**src/sird_pkg.sv**
```systemverilog
// Shared types and constants for the sorted interval read density block.
package sird_pkg;

  localparam int unsigned SIRD_POSITION_BITS      = 32;
  localparam int unsigned SIRD_READ_FRACTION_BITS = 8;
  localparam int unsigned SIRD_QUEUE_DEPTH        = 2;

  localparam int unsigned CHROM_W  = 8;
  localparam int unsigned IN_POS_W = 32;
  localparam int unsigned READS_W  = 24;
  localparam int unsigned SCORE_W  = 48;
  localparam int unsigned SCORE_FRAC_BITS = 16;
  localparam int unsigned DIV_W    = 64;

  localparam logic [1:0] KIND_ISLAND = 2'd0;
  localparam logic [1:0] KIND_RECORD = 2'd1;
  localparam logic [1:0] KIND_EOR    = 2'd2;

  typedef struct packed {
    logic [1:0]          kind;
    logic [CHROM_W-1:0]  chromosome;
    logic [IN_POS_W-1:0] position;
    logic [IN_POS_W-1:0] span_end;
    logic [READS_W-1:0]  reads;
  } sird_item_t;

  typedef struct packed {
    logic [SCORE_W-1:0] score;
    logic               by_end_of_data;
  } sird_result_t;

  // Job queue status seen by both sides.
  typedef struct packed {
    logic full;
    logic empty;
  } sird_qstat_t;

endpackage

```
**src/sird_stream_if.sv**
```systemverilog
// Valid/ready stream interfaces for island/record items and score results.
interface sird_in_if;
  import sird_pkg::*;
  logic       valid;
  logic       ready;
  sird_item_t data;
  modport source (output valid, output data, input ready);
  modport sink   (input valid, input data, output ready);
endinterface

interface sird_out_if;
  import sird_pkg::*;
  logic         valid;
  logic         ready;
  sird_result_t data;
  modport source (output valid, output data, input ready);
  modport sink   (input valid, input data, output ready);
endinterface

```
**src/sird_front.sv**
```systemverilog
// Front end: merge-join scan state, per-record compare and add, island close detection.
module sird_front #(
  parameter int unsigned POSITION_BITS = sird_pkg::SIRD_POSITION_BITS,
  parameter int unsigned JOB_W         = sird_pkg::SCORE_W + 2 * POSITION_BITS + 1
) (
  input  logic                  clk_i,
  input  logic                  rst_ni,
  sird_in_if.sink               in_i,
  input  sird_pkg::sird_qstat_t qstat_i,
  output logic                  push_o,
  output logic [JOB_W-1:0]      job_o
);
  import sird_pkg::*;

  localparam int unsigned P    = POSITION_BITS;
  localparam int unsigned ExtW = IN_POS_W + P;

  logic [CHROM_W-1:0] held_chrom_q, held_chrom_d;
  logic [P-1:0]       held_pos_q, held_pos_d;
  logic [READS_W-1:0] held_reads_q, held_reads_d;
  logic               open_q, open_d;
  logic [CHROM_W-1:0] open_chrom_q, open_chrom_d;
  logic [P-1:0]       open_start_q, open_start_d;
  logic [P-1:0]       open_end_q, open_end_d;
  logic [SCORE_W-1:0] sum_q, sum_d;
  logic               exh_q, exh_d;

  logic [ExtW-1:0]    pos_ext, iend_ext;
  logic [P-1:0]       pos, iend;
  logic [CHROM_W-1:0] chrom;
  logic [READS_W-1:0] rd;
  logic [SCORE_W:0]   sum_add;
  logic               accept;
  logic               fin;
  logic               by_end;
  logic               seed;
  logic               in_win;
  logic               more;

  assign pos_ext  = ExtW'(in_i.data.position);
  assign iend_ext = ExtW'(in_i.data.span_end);
  assign pos      = pos_ext[P-1:0];
  assign iend     = iend_ext[P-1:0];
  assign chrom    = in_i.data.chromosome;
  assign rd       = in_i.data.reads;

  assign in_i.ready = !qstat_i.full;
  assign accept     = in_i.valid && in_i.ready;

  assign seed    = (held_chrom_q == chrom) && (pos <= held_pos_q) && (iend >= held_pos_q);
  assign in_win  = (chrom == open_chrom_q) && (pos >= open_start_q) && (pos <= open_end_q);
  assign more    = ((pos < open_end_q) && (chrom == open_chrom_q)) || (chrom < open_chrom_q);
  assign sum_add = {1'b0, sum_q} + (SCORE_W + 1)'(rd);

  always_comb begin
    held_chrom_d = held_chrom_q;
    held_pos_d   = held_pos_q;
    held_reads_d = held_reads_q;
    open_d       = open_q;
    open_chrom_d = open_chrom_q;
    open_start_d = open_start_q;
    open_end_d   = open_end_q;
    sum_d        = sum_q;
    exh_d        = exh_q;
    fin          = 1'b0;
    by_end       = 1'b0;
    case (in_i.data.kind)
      KIND_ISLAND: begin
        open_d       = 1'b1;
        open_chrom_d = chrom;
        open_start_d = pos;
        open_end_d   = iend;
        sum_d        = seed ? SCORE_W'(held_reads_q) : '0;
        if (exh_q) begin
          held_chrom_d = '0;
          held_pos_d   = '0;
          held_reads_d = '0;
          fin          = 1'b1;
          by_end       = 1'b1;
          open_d       = 1'b0;
        end else if (iend == '0) begin
          // empty scan range: island closes at once, held record marks its chromosome
          held_chrom_d = chrom;
          held_pos_d   = '0;
          held_reads_d = '0;
          fin          = 1'b1;
          open_d       = 1'b0;
        end
      end
      KIND_RECORD: begin
        if (open_q && !exh_q) begin
          if (in_win) begin
            sum_d = sum_add[SCORE_W] ? {SCORE_W{1'b1}} : sum_add[SCORE_W-1:0];
          end
          if (!more) begin
            held_chrom_d = chrom;
            held_pos_d   = pos;
            held_reads_d = rd;
            fin          = 1'b1;
            open_d       = 1'b0;
          end
        end
      end
      KIND_EOR: begin
        exh_d = 1'b1;
        if (open_q) begin
          held_chrom_d = '0;
          held_pos_d   = '0;
          held_reads_d = '0;
          fin          = 1'b1;
          by_end       = 1'b1;
          open_d       = 1'b0;
        end
      end
      default: begin
      end
    endcase
  end

  assign push_o = accept && fin;
  assign job_o  = {sum_d, open_start_d, open_end_d, by_end};

  always_ff @(posedge clk_i or negedge rst_ni) begin
    if (!rst_ni) begin
      held_chrom_q <= '0;
      held_pos_q   <= '0;
      held_reads_q <= '0;
      open_q       <= 1'b0;
      open_chrom_q <= '0;
      open_start_q <= '0;
      open_end_q   <= '0;
      sum_q        <= '0;
      exh_q        <= 1'b0;
    end else if (accept) begin
      held_chrom_q <= held_chrom_d;
      held_pos_q   <= held_pos_d;
      held_reads_q <= held_reads_d;
      open_q       <= open_d;
      open_chrom_q <= open_chrom_d;
      open_start_q <= open_start_d;
      open_end_q   <= open_end_d;
      sum_q        <= sum_d;
      exh_q        <= exh_d;
    end
  end

endmodule

```
**src/sird_queue.sv**
```systemverilog
// Short job queue between the scan front end and the scoring back end.
module sird_queue #(
  parameter int unsigned WIDTH = 1,
  parameter int unsigned DEPTH = sird_pkg::SIRD_QUEUE_DEPTH
) (
  input  logic                  clk_i,
  input  logic                  rst_ni,
  input  logic                  push_i,
  input  logic [WIDTH-1:0]      data_i,
  input  logic                  pop_i,
  output logic [WIDTH-1:0]      data_o,
  output sird_pkg::sird_qstat_t stat_o
);
  import sird_pkg::*;

  localparam int unsigned PtrW = (DEPTH > 1) ? $clog2(DEPTH) : 1;
  localparam int unsigned CntW = $clog2(DEPTH + 1);

  logic [WIDTH-1:0] mem_q [DEPTH];
  logic [PtrW-1:0]  wr_ptr_q, rd_ptr_q;
  logic [CntW-1:0]  cnt_q;

  function automatic logic [PtrW-1:0] ptr_next(input logic [PtrW-1:0] p);
    ptr_next = (p == PtrW'(DEPTH - 1)) ? '0 : p + PtrW'(1);
  endfunction

  assign data_o       = mem_q[rd_ptr_q];
  assign stat_o.full  = (cnt_q == CntW'(DEPTH));
  assign stat_o.empty = (cnt_q == '0);

  always_ff @(posedge clk_i) begin
    if (push_i) begin
      mem_q[wr_ptr_q] <= data_i;
    end
  end

  always_ff @(posedge clk_i or negedge rst_ni) begin
    if (!rst_ni) begin
      wr_ptr_q <= '0;
      rd_ptr_q <= '0;
      cnt_q    <= '0;
    end else begin
      if (push_i) begin
        wr_ptr_q <= ptr_next(wr_ptr_q);
      end
      if (pop_i) begin
        rd_ptr_q <= ptr_next(rd_ptr_q);
      end
      if (push_i && !pop_i) begin
        cnt_q <= cnt_q + CntW'(1);
      end else if (pop_i && !push_i) begin
        cnt_q <= cnt_q - CntW'(1);
      end
    end
  end

endmodule

```
**src/sird_back.sv**
```systemverilog
// Back end: bit-serial restoring divider for island density and the result register.
module sird_back #(
  parameter int unsigned POSITION_BITS      = sird_pkg::SIRD_POSITION_BITS,
  parameter int unsigned READ_FRACTION_BITS = sird_pkg::SIRD_READ_FRACTION_BITS,
  parameter int unsigned JOB_W              = sird_pkg::SCORE_W + 2 * POSITION_BITS + 1
) (
  input  logic                  clk_i,
  input  logic                  rst_ni,
  input  sird_pkg::sird_qstat_t qstat_i,
  input  logic [JOB_W-1:0]      job_i,
  output logic                  pop_o,
  sird_out_if.source            out_o
);
  import sird_pkg::*;

  localparam int unsigned P           = POSITION_BITS;
  localparam int unsigned ScaleShift  = SCORE_FRAC_BITS - READ_FRACTION_BITS;
  localparam int unsigned CntW        = $clog2(DIV_W);
  localparam logic [CntW-1:0] DivLast = CntW'(DIV_W - 1);

  typedef enum logic [2:0] {
    BK_IDLE = 3'b001,
    BK_DIV  = 3'b010,
    BK_WAIT = 3'b100
  } sird_back_state_e;

  sird_back_state_e state_q, state_d;

  logic [SCORE_W-1:0] j_sum;
  logic [P-1:0]       j_start, j_end;
  logic               j_by;

  logic [DIV_W-1:0]   num_q;
  logic [P:0]         den_q;
  logic [P:0]         rem_q;
  logic [CntW-1:0]    cnt_q;
  logic               bad_q;
  logic               by_q;

  logic [P+1:0]       trial, diff;
  logic               ge;
  logic               sat;
  logic               load_out;
  logic [SCORE_W-1:0] score;

  logic               out_valid_q;
  sird_result_t       out_data_q;

  assign j_sum   = job_i[JOB_W-1 -: SCORE_W];
  assign j_start = job_i[2*P : P+1];
  assign j_end   = job_i[P:1];
  assign j_by    = job_i[0];

  assign pop_o = (state_q == BK_IDLE) && !qstat_i.empty;

  // one quotient bit per cycle, dividend shifts out as quotient shifts in
  assign trial = {rem_q, num_q[DIV_W-1]};
  assign diff  = trial - {1'b0, den_q};
  assign ge    = (trial >= {1'b0, den_q});

  assign sat      = |num_q[DIV_W-1:SCORE_W];
  assign score    = bad_q ? '0 : (sat ? {SCORE_W{1'b1}} : num_q[SCORE_W-1:0]);
  assign load_out = (state_q == BK_WAIT) && (!out_valid_q || out_o.ready);

  always_comb begin
    state_d = state_q;
    case (state_q)
      BK_IDLE: if (pop_o) state_d = BK_DIV;
      BK_DIV:  if (cnt_q == DivLast) state_d = BK_WAIT;
      BK_WAIT: if (load_out) state_d = BK_IDLE;
      default: state_d = BK_IDLE;
    endcase
  end

  always_ff @(posedge clk_i or negedge rst_ni) begin
    if (!rst_ni) begin
      state_q     <= BK_IDLE;
      cnt_q       <= '0;
      out_valid_q <= 1'b0;
    end else begin
      state_q <= state_d;
      if (pop_o) begin
        cnt_q <= '0;
      end else if (state_q == BK_DIV) begin
        cnt_q <= cnt_q + CntW'(1);
      end
      if (load_out) begin
        out_valid_q <= 1'b1;
      end else if (out_o.ready) begin
        out_valid_q <= 1'b0;
      end
    end
  end

  always_ff @(posedge clk_i) begin
    if (pop_o) begin
      num_q <= DIV_W'(j_sum) << ScaleShift;
      den_q <= (P+1)'(j_end) - (P+1)'(j_start) + (P+1)'(1);
      rem_q <= '0;
      bad_q <= (j_end < j_start);
      by_q  <= j_by;
    end else if (state_q == BK_DIV) begin
      num_q <= {num_q[DIV_W-2:0], ge};
      rem_q <= ge ? diff[P:0] : trial[P:0];
    end
    if (load_out) begin
      out_data_q.score          <= score;
      out_data_q.by_end_of_data <= by_q;
    end
  end

  assign out_o.valid = out_valid_q;
  assign out_o.data  = out_data_q;

endmodule

```
**src/sorted_interval_read_density.sv**
```systemverilog
// Top level of the sorted interval read density scorer.
//
//   channel | dir | payload                                          | transfer
//   in_i    | in  | kind, chromosome, position, span_end, reads      | valid && ready
//   out_o   | out | score, by_end_of_data                            | valid && ready
//
// Record and end-of-records items are taken one per cycle while the job queue is not
// full; the front end's compare and saturating add update the scan state per item.
// Each closed island is scored by the back end's bit-serial divider: a load from the
// queue, 64 quotient steps, then a transfer into the result register.
// in_i.ready drops only while the two-entry job queue is full; a stalled output holds
// the divider in its wait state and the queue absorbs islands that close meanwhile.
// Reset (rst_ni low, asynchronous) clears the scan state, the queue and the output valid.
module sorted_interval_read_density #(
  parameter int unsigned POSITION_BITS      = sird_pkg::SIRD_POSITION_BITS,
  parameter int unsigned READ_FRACTION_BITS = sird_pkg::SIRD_READ_FRACTION_BITS
) (
  input  logic       clk_i,
  input  logic       rst_ni,
  sird_in_if.sink    in_i,
  sird_out_if.source out_o
);
  import sird_pkg::*;

  localparam int unsigned JobW = SCORE_W + 2 * POSITION_BITS + 1;

  logic            push;
  logic            pop;
  logic [JobW-1:0] job_in;
  logic [JobW-1:0] job_out;
  sird_qstat_t     qstat;

  sird_front #(
    .POSITION_BITS (POSITION_BITS),
    .JOB_W         (JobW)
  ) u_front (
    .clk_i   (clk_i),
    .rst_ni  (rst_ni),
    .in_i    (in_i),
    .qstat_i (qstat),
    .push_o  (push),
    .job_o   (job_in)
  );

  sird_queue #(
    .WIDTH (JobW),
    .DEPTH (SIRD_QUEUE_DEPTH)
  ) u_queue (
    .clk_i  (clk_i),
    .rst_ni (rst_ni),
    .push_i (push),
    .data_i (job_in),
    .pop_i  (pop),
    .data_o (job_out),
    .stat_o (qstat)
  );

  sird_back #(
    .POSITION_BITS      (POSITION_BITS),
    .READ_FRACTION_BITS (READ_FRACTION_BITS),
    .JOB_W              (JobW)
  ) u_back (
    .clk_i   (clk_i),
    .rst_ni  (rst_ni),
    .qstat_i (qstat),
    .job_i   (job_out),
    .pop_o   (pop),
    .out_o   (out_o)
  );

endmodule

```
**src/flat_wrapper.sv**
```systemverilog
// flat-port wrapper written by rule: the top's interface ports become plain ports
module sorted_interval_read_density_flat import sird_pkg::*;
#(
  parameter int unsigned POSITION_BITS      = sird_pkg::SIRD_POSITION_BITS,
  parameter int unsigned READ_FRACTION_BITS = sird_pkg::SIRD_READ_FRACTION_BITS
)
  (clk_i, rst_ni, in_i_valid, in_i_data, in_i_ready, out_o_valid, out_o_data, out_o_ready);
  sird_in_if in_i_i ();
  sird_out_if out_o_i ();
  input  logic clk_i;
  input  logic rst_ni;
  input wire logic [$bits(in_i_i.valid)-1:0] in_i_valid;
  input wire logic [$bits(in_i_i.data)-1:0] in_i_data;
  output wire logic [$bits(in_i_i.ready)-1:0] in_i_ready;
  output wire logic [$bits(out_o_i.valid)-1:0] out_o_valid;
  output wire logic [$bits(out_o_i.data)-1:0] out_o_data;
  input wire logic [$bits(out_o_i.ready)-1:0] out_o_ready;
  assign in_i_i.valid = in_i_valid;
  assign in_i_i.data = in_i_data;
  assign in_i_ready = in_i_i.ready;
  assign out_o_valid = out_o_i.valid;
  assign out_o_data = out_o_i.data;
  assign out_o_i.ready = out_o_ready;
  sorted_interval_read_density #(.POSITION_BITS(POSITION_BITS), .READ_FRACTION_BITS(READ_FRACTION_BITS)) u_core (.clk_i(clk_i), .rst_ni(rst_ni), .in_i(in_i_i), .out_o(out_o_i));
endmodule
```
**config.mk**
```make
export PLATFORM = sky130hd
export DESIGN_NAME = sorted_interval_read_density_flat
export DESIGN_NICKNAME = d
export VERILOG_FILES = /design/src/sird_pkg.sv /design/src/sird_stream_if.sv /design/src/sird_front.sv /design/src/sird_queue.sv /design/src/sird_back.sv /design/src/sorted_interval_read_density.sv /design/src/flat_wrapper.sv
export SDC_FILE = /design/constraint.sdc
export NUM_CORES = 1
export LEC_CHECK = 0
export ABC_CLOCK_PERIOD_IN_PS = 10500
export BUFFER_PORTS_ARGS = -buffer_cell sky130_fd_sc_hd__buf_2
export CORE_MARGIN = 2
export CORE_UTILIZATION = 55
export CTS_BUF_LIST = sky130_fd_sc_hd__clkbuf_8
export DETAILED_ROUTE_END_ITERATION = 8
export PLACE_DENSITY = 0.78
export RECOVER_POWER = 25
export SYNTH_ARGS = -nofsm -noshare
export SYNTH_HDL_FRONTEND = slang
export SYNTH_SLANG_ARGS = --single-unit
```
**constraint.sdc**
```tcl
create_clock -name clk_i -period 10.5 [get_ports clk_i]
set_input_delay 0.525 -clock clk_i [delete_from_list [all_inputs] [get_ports clk_i]]
set_output_delay 0.525 -clock clk_i [all_outputs]
set_load 0.02 [all_outputs]
```
# Yosys cells after proc, flatten, opt, wreduce, memory -nomap -nowiden
# Memories as Yosys holds them, arrays and structs flattened.
# Index checks and enable logic that the tools add are counted.
# totals
inputBits	102
n_memories	1
ram_bits	226
elab_cells	146
regBits	381
# memory_table
memory	words	width	rd	rd_clocked_by_memory_dff	wr	line_no	rtl
u_core.u_queue.mem_q	2	113	1	0	1	sird_queue.sv:19	logic [WIDTH-1:0] mem_q [DEPTH];
# op_classes
n_lt_le_gt_ge	8
reduce_logical	33
n_mux	56
eq_ne	16
add_sub_neg	9
# ops
operator	count
$mux W32	7
$mux W48	4
$mux W24	6
$mux W56	2
$pmux W32 S3	1
$pmux W48 S2	1
$pmux W24 S3	1
$ge A32 B32 Y1	2
$le A32 B32 Y1	2
$lt A32 B32 Y1	2
$add A48 B24 Y49	1
$mux W8	5
$ge A34 B33 Y1	1
$add A33 B1 Y33 const B	1
$mux W33	1
$sub A32 B32 Y33	1
$sub A33 B33 Y33	1
$logic_not A32 Y1	1
$pmux W8 S3	1
$eq A8 B8 Y1	2
$mux W1	16
$reduce_or A16 Y1	1
$logic_and A1 B1 Y1	12
$mux W6	2
other kinds (28)	48

# Depth between registers and ports, before layout
# depth
depth_word	11
ltp_mapped	20

# Cells and area by module
# From an unflattened synthesis, not the netlist that was laid out.
# hier_totals
cells_unflattened	3253
area_unflattened_um2	35415.2
# modules_own_cells
module	area_per_inst_um2	cells_per_inst	instances
sird_front	15327.2	1743	1
sird_back	11498.5	1142	1
sird_queue	8589.5	368	1

# Least setup slack after synthesis
# OpenSTA, ideal clock, no wires.
# synth_timing
path_type	input -> register
from	in in_i_data[70]
to	mem u_core.u_queue.mem_q[0][0] (netlist bit), enable pin
t_required_ps	9914
t_arrival_ps	6888
path_buffers	0
setup_time_ps	586
path_slack_ps	3026
stages	10
cell_sequence	ha_1 nand4_1 nor4_1 a21bo_2 o211ai_1 a211oi_1 nor2_1 a222oi_1 or2_2 nor2_1
# synth_via
elab_chain_len	9
# synth_rtl
item	line_no	rtl
from (decl)	flat_wrapper.sv:13	input wire logic [$bits(in_i_i.data)-1:0] in_i_data;
$lt A32 B32 Y1	sird_front.sv:52	assign more = ((pos < open_end_q) && (chrom == open_chrom_q)) || (chrom < open_chrom_q);
$logic_and A1 B1 Y1	sird_front.sv:52	
$logic_or A1 B1 Y1	sird_front.sv:52	
$mux W1	sird_front.sv:95	if (!more) begin
$mux W1	sird_front.sv:91	if (open_q && !exh_q) begin
$pmux W1 S3	sird_front.sv:67	case (in_i.data.kind)
$logic_and A1 B1 Y1	sird_front.sv:120	assign push_o = accept && fin;
$mux W1	sird_queue.sv:32	if (push_i) begin
$mux W1 (implied by the code)	sird_queue.sv:33	mem_q[wr_ptr_q] <= data_i;
to (decl)	sird_queue.sv:19	
# Every way passes these cells.

# Final worst setup path
# layout_timing
from	in in_i_data[97]
to	reg u_core.u_front.open_chrom_q[6]
# layout_via
elab_chain_len	2
# layout_rtl
item	line_no	rtl
$logic_not A2 Y1	sird_front.sv:67	
$reduce_and A2 Y1 (no line)	--	
to (signal assigned)	sird_front.sv:139	open_chrom_q <= open_chrom_d;
to (decl)	sird_front.sv:22	logic [CHROM_W-1:0] open_chrom_q, open_chrom_d;
# Every way passes these cells.
# A chain may end at the register's enable or synchronous reset.

==> Implementation_results.wiki <==
{| class="wikitable"
! Metric !! Value
|-
| Pin count of the biggest net entering global routing || 130
|-
| Post-cts gate resize count || 0
|-
| # port buffers || ~150
|-
| CTS Root Cell || sky130_fd_sc_hd__clkbuf_8
|-
| Global-route usage over all layers || 0.253
|-
| # rows || 91
|-
| Final ANT Viol Nets || 0
|-
| Clock-pin slew reported for the worst setup and hold paths after clock tree synthesis || 0.07 ns
|-
| Maximum level of the CTS H-tree || 3
|-
| Post-DR vias/cell || a little under 6
|-
| Upper clock frequency limit || around 0.16 GHz
|-
| Initial cell density of the core || 0.553
|-
| Post-route clock skew || 0.0329 ns
|-
| CP max-delay cell || sky130_fd_sc_hd__clkbuf_1
|-
| Transition at the pin with the smallest max-transition slack || 4.86 ns
|-
| Post-Synthesis Cells || roughly 3,300
|-
| Initial DRT Pass Iterations || 6
|-
| DRC violations left || 0
|-
| DPL Wire Length || approximately 55,000 um
|-
| Average wire per cell in the routed design || 18.6 um
|-
| Number of global-route vias before repair || around 24,000
|-
| Gp weighted congestion || roughly 0.93
|-
| Worst r2r path cells || 14
|-
| CTS tree || yes
|-
| Layout cells sized above 1 || 0.0921
|-
| RSZ-0062 raised after global routing || false
|-
| Worst min-delay path class || in2reg
|-
| Areal power density over the cells || 259 nW/um^2
|-
| Relative slew slack || -2.24
|-
| Hold worst-path end || u_core.u_front.held_reads_q[2]
|-
| Worst Hold Path Cells || 3
|-
| Max clock buf depth || 3
|-
| Number of maximum-capacitance constraint violations || 7
|-
| Number of antenna violations at the first check in global routing || 8
|-
| Maximum fanout encountered on the critical timing path || ~130
|-
| Initial DRC Count || 2,716
|-
| Sequence of cells on the critical path || clkbuf_1 -> inv_1 -> ha_1 -> clkbuf_1 -> nand2_1 -> mux2_2
|-
| #FFs+latches synth || about 610
|-
| Clock network latency to the later pin of the worst-skew pair || 0.72 ns
|-
| Final worst path period share || 0.608
|-
| Die Span X || between 200 and 300 um
|-
| Result of the run || complete, but fails checks
|-
| Post-Syn Area || ~34,000 um^2
|-
| Minimum clock period || around 6.4 ns
|-
| Critical Path End Type || register
|-
| Endpoints failing setup || 0
|-
| Gr ovfl total || 0
|-
| EDFF count, synth || between 300 and 400
|-
| Die height || around 250 um
|-
| Final-report max-slew violation count || 428
|-
| Ranking of synthesized cells by area || sky130_fd_sc_hd__edfxtp_1 (32%), sky130_fd_sc_hd__dfrtp_1 (15%), sky130_fd_sc_hd__ha_1 (9.7%)
|-
| Highest ir drop seen on vdd || 0.162 mV
|-
| Cell accounting for the most synthesized area || sky130_fd_sc_hd__edfxtp_1
|-
| Most used cell along the critical path || sky130_fd_sc_hd__clkbuf_1
|-
| Floorplan core area || about 61,000 um^2
|-
| CTS Buf Count || 96
|-
| Violations in the final reports || capacitance limit, slew limit
|-
| Area added between synthesis and finish || 10.1%
|-
| Final sum of negative setup slack || 0 ns
|-
| Launch point of the worst hold path || in_i_data[2]
|-
| Routed Wire Length || a little over 80,000 um
|-
| Crit path arrival time || 6.97 ns
|-
| Area of the die || approximately 64,000 um^2
|-
| Share of the synthesized area in the top cell type || 0.317
|-
| Slack of the worst reg-to-reg path || ~4.8 ns
|-
| Critical path required time || roughly 11 ns
|-
| Total number of yosys warnings || 0
|-
| Worst r2r dst || u_core.u_back.den_q[24]
|-
| CTS Sinks || 607
|-
| Highest cell delay on the worst timing path || roughly 3.3 ns
|-
| Mean Syn Cell Area || just over 10 um^2
|-
| Hold Violations, Final || 0
|-
| CP startpoint kind || input pin
|-
| Total chip power || around 0.0097 W
|-
| Count of different cell masters after synthesis || 83
|-
| Share of flip-flops with an asynchronous set or reset || 0.329
|-
| Via count || about 26,000
|-
| Number of nets in the final layout || a little under 4,000
|-
| Critical register-to-register path startpoint || u_core.u_queue.rd_ptr_q
|-
| Wire length of the first global-routing pass || 129,000 um
|-
| Setup CP Type || in2reg
|-
| Part of the Yosys area used for sequential elements || 0.493
|-
| Mapped Nets || between 3,000 and 4,000
|-
| I/O pin total || around 150
|-
| Most used DFF post-synth || sky130_fd_sc_hd__edfxtp_1
|-
| Standby leakage power || around 16 nW
|}
==> cells in the final DEF, fill, tap and decap left out, types with 21 or more instances in the layout <==
cell,instances
sky130_fd_sc_hd__xnor2_1,50
sky130_fd_sc_hd__mux2_2,26
sky130_fd_sc_hd__edfxtp_1,358
sky130_fd_sc_hd__nor4_1,22
sky130_fd_sc_hd__nor3_1,40
sky130_fd_sc_hd__nor2b_1,26
sky130_fd_sc_hd__a21o_1,85
sky130_fd_sc_hd__o21ai_0,352
sky130_fd_sc_hd__a21oi_1,188
sky130_fd_sc_hd__buf_4,21
sky130_fd_sc_hd__and3_1,23
sky130_fd_sc_hd__dfrtp_1,199
sky130_fd_sc_hd__clkbuf_8,104
sky130_fd_sc_hd__a31oi_1,31
sky130_fd_sc_hd__nand2_1,343
sky130_fd_sc_hd__ha_1,263
sky130_fd_sc_hd__nor2_1,207
sky130_fd_sc_hd__buf_2,100
sky130_fd_sc_hd__nand4_1,51
sky130_fd_sc_hd__nand3_1,119
sky130_fd_sc_hd__mux2i_1,111
sky130_fd_sc_hd__a211oi_1,34
sky130_fd_sc_hd__clkbuf_1,56
sky130_fd_sc_hd__xor2_1,33
sky130_fd_sc_hd__o21bai_1,21
sky130_fd_sc_hd__dfxtp_1,49
sky130_fd_sc_hd__inv_1,295
==> repair_timing <==
| item | in CTS | in global routing |
|---|---|---|
| hold buffers | 1 | 0 |
| endpoints found under the hold margin | 76 | 0 |
| setup buffers | 0 | 0 |
==> cell usage after synthesis, drive strengths merged, types with 11 or more instances <==
| cell type | n |
|---|---|
| a211oi | 34 |
| a21o | 85 |
| a21oi | 190 |
| a221o | 15 |
| a31oi | 31 |
| a32o | 14 |
| and3 | 24 |
| buf | 26 |
| clkbuf | 126 |
| dfrtp | 199 |
| dfxtp | 49 |
| edfxtp | 358 |
| fa | 18 |
| ha | 264 |
| inv | 269 |
| mux2 | 28 |
| mux2i | 111 |
| nand2 | 344 |
| nand2b | 19 |
| nand3 | 119 |
| nand4 | 52 |
| nor2 | 213 |
| nor2b | 26 |
| nor3 | 42 |
| nor4 | 22 |
| o211ai | 13 |
| o21a | 15 |
| o21ai | 356 |
| o21bai | 21 |
| o31ai | 14 |
| or2 | 11 |
| xnor2 | 50 |
| xor2 | 33 |
==> how the worst max path moves through the flow <==
stage                       startpoint                              to  slack [ns]  depth (start not counted)
2_1_floorplan            in_i_data[70]      u_core.u_queue.mem_q[0][0]        3.03                         10
3_3_place_gp             in_i_data[86]     u_core.u_queue.mem_q[1][12]        5.53                         11
3_5_place_dp             in_i_data[86]     u_core.u_queue.mem_q[1][12]        5.49                         11
4_1_cts        u_core.u_queue.rd_ptr_q         u_core.u_back.den_q[24]        5.51                         14
5_1_grt                  in_i_data[97]  u_core.u_front.open_chrom_q[6]        3.50                          6
6_report                 in_i_data[97]  u_core.u_front.open_chrom_q[6]        4.11                          6
==> worst max-delay path: cells and delay by family <==
kind | cells | cell delay [ns]
buffers and inverters | 3 | 3.55
muxes | 1 | 0.69
adders and majority gates | 1 | 0.39
and+or+nand+nor | 1 | 1.77
==> registers in the layout (all words and copies together), names as in the netlist <==
signal	count
u_core.u_queue.mem_q	226
u_core.u_back.num_q	64
u_core.u_back.out_o.data	49
u_core.u_front.sum_q	48
u_core.u_back.den_q	33
u_core.u_back.rem_q	33
u_core.u_front.held_pos_q	32
u_core.u_front.open_end_q	32
u_core.u_front.open_start_q	32
u_core.u_front.held_reads_q	24
u_core.u_front.held_chrom_q	8
u_core.u_front.open_chrom_q	8
u_core.u_back.cnt_q	6
u_core.u_back.state_q	3
u_core.u_queue.cnt_q	2
u_core.u_back.bad_q	1
u_core.u_back.by_q	1
u_core.u_back.out_o.valid	1
u_core.u_front.exh_q	1
u_core.u_front.open_q	1
u_core.u_queue.rd_ptr_q	1
u_core.u_queue.wr_ptr_q	1
==> routing by layer <==
metal	routed length, um	vias to the layer above	GRT usage
li1	-	12400	-
met1	36300	12200	0.369
met2	35100	1059	0.373
met3	6800	180	0.0485
met4	2580	2	0.102
met5	11	-	0
==> report_power, final <==
| group | switching (W) | leakage (nW) | internal (W) | total (W) |
|---|---|---|---|---|
| Clock | 0.000977 | 1.15 | 0.00118 | 0.00215 |
| Sequential | 0.000264 | 6.35 | 0.00332 | 0.00359 |
| Combinational | 0.00245 | 8.13 | 0.00149 | 0.00394 |
==> logic make-up (layout without fill, tap and decap cells) <==
logic type / Yosys count / count (layout) / share of synthesized area
DFF: 607 / 607 / 0.493
adders and majority gates: 282 / 282 / 0.108
xor gates and xnor gates: 83 / 83 / 0.0214
muxes: 139 / 139 / 0.0420
buffers and inverters: 422 / 630 / 0.0471
and+or+nand+nor: 913 / 913 / 0.124
other: 0 / 7 / 0
AOI/OAI and AO/OA: 897 / 897 / 0.165
==> final cells by class <==
type	count	area, um^2
antenna	7	17.5
clock buffer	104	1430
clock inverter	78	641
fill	4880	24000
inverter	270	1010
multi-input combinational	2314	15700
sequential	607	16700
tap	790	988
timing repair buffer	178	878
==> stage by stage <==
step	setup WS, ns	hold slack [ns]	instances	instance area (um^2)	util
global route	3.50	0.0497	4348	37400	0.609
finish	4.11	0.0667	4348	37400	0.609
CTS	5.51	0.0239	4341	37500	0.610
detailed placement	5.49	0.445	4158	35400	0.577
floorplan	3.03	0.229	3343	33900	-
global placement	5.53	0.445	4158	35400	0.577
Power figures use the tool's default switching activity.
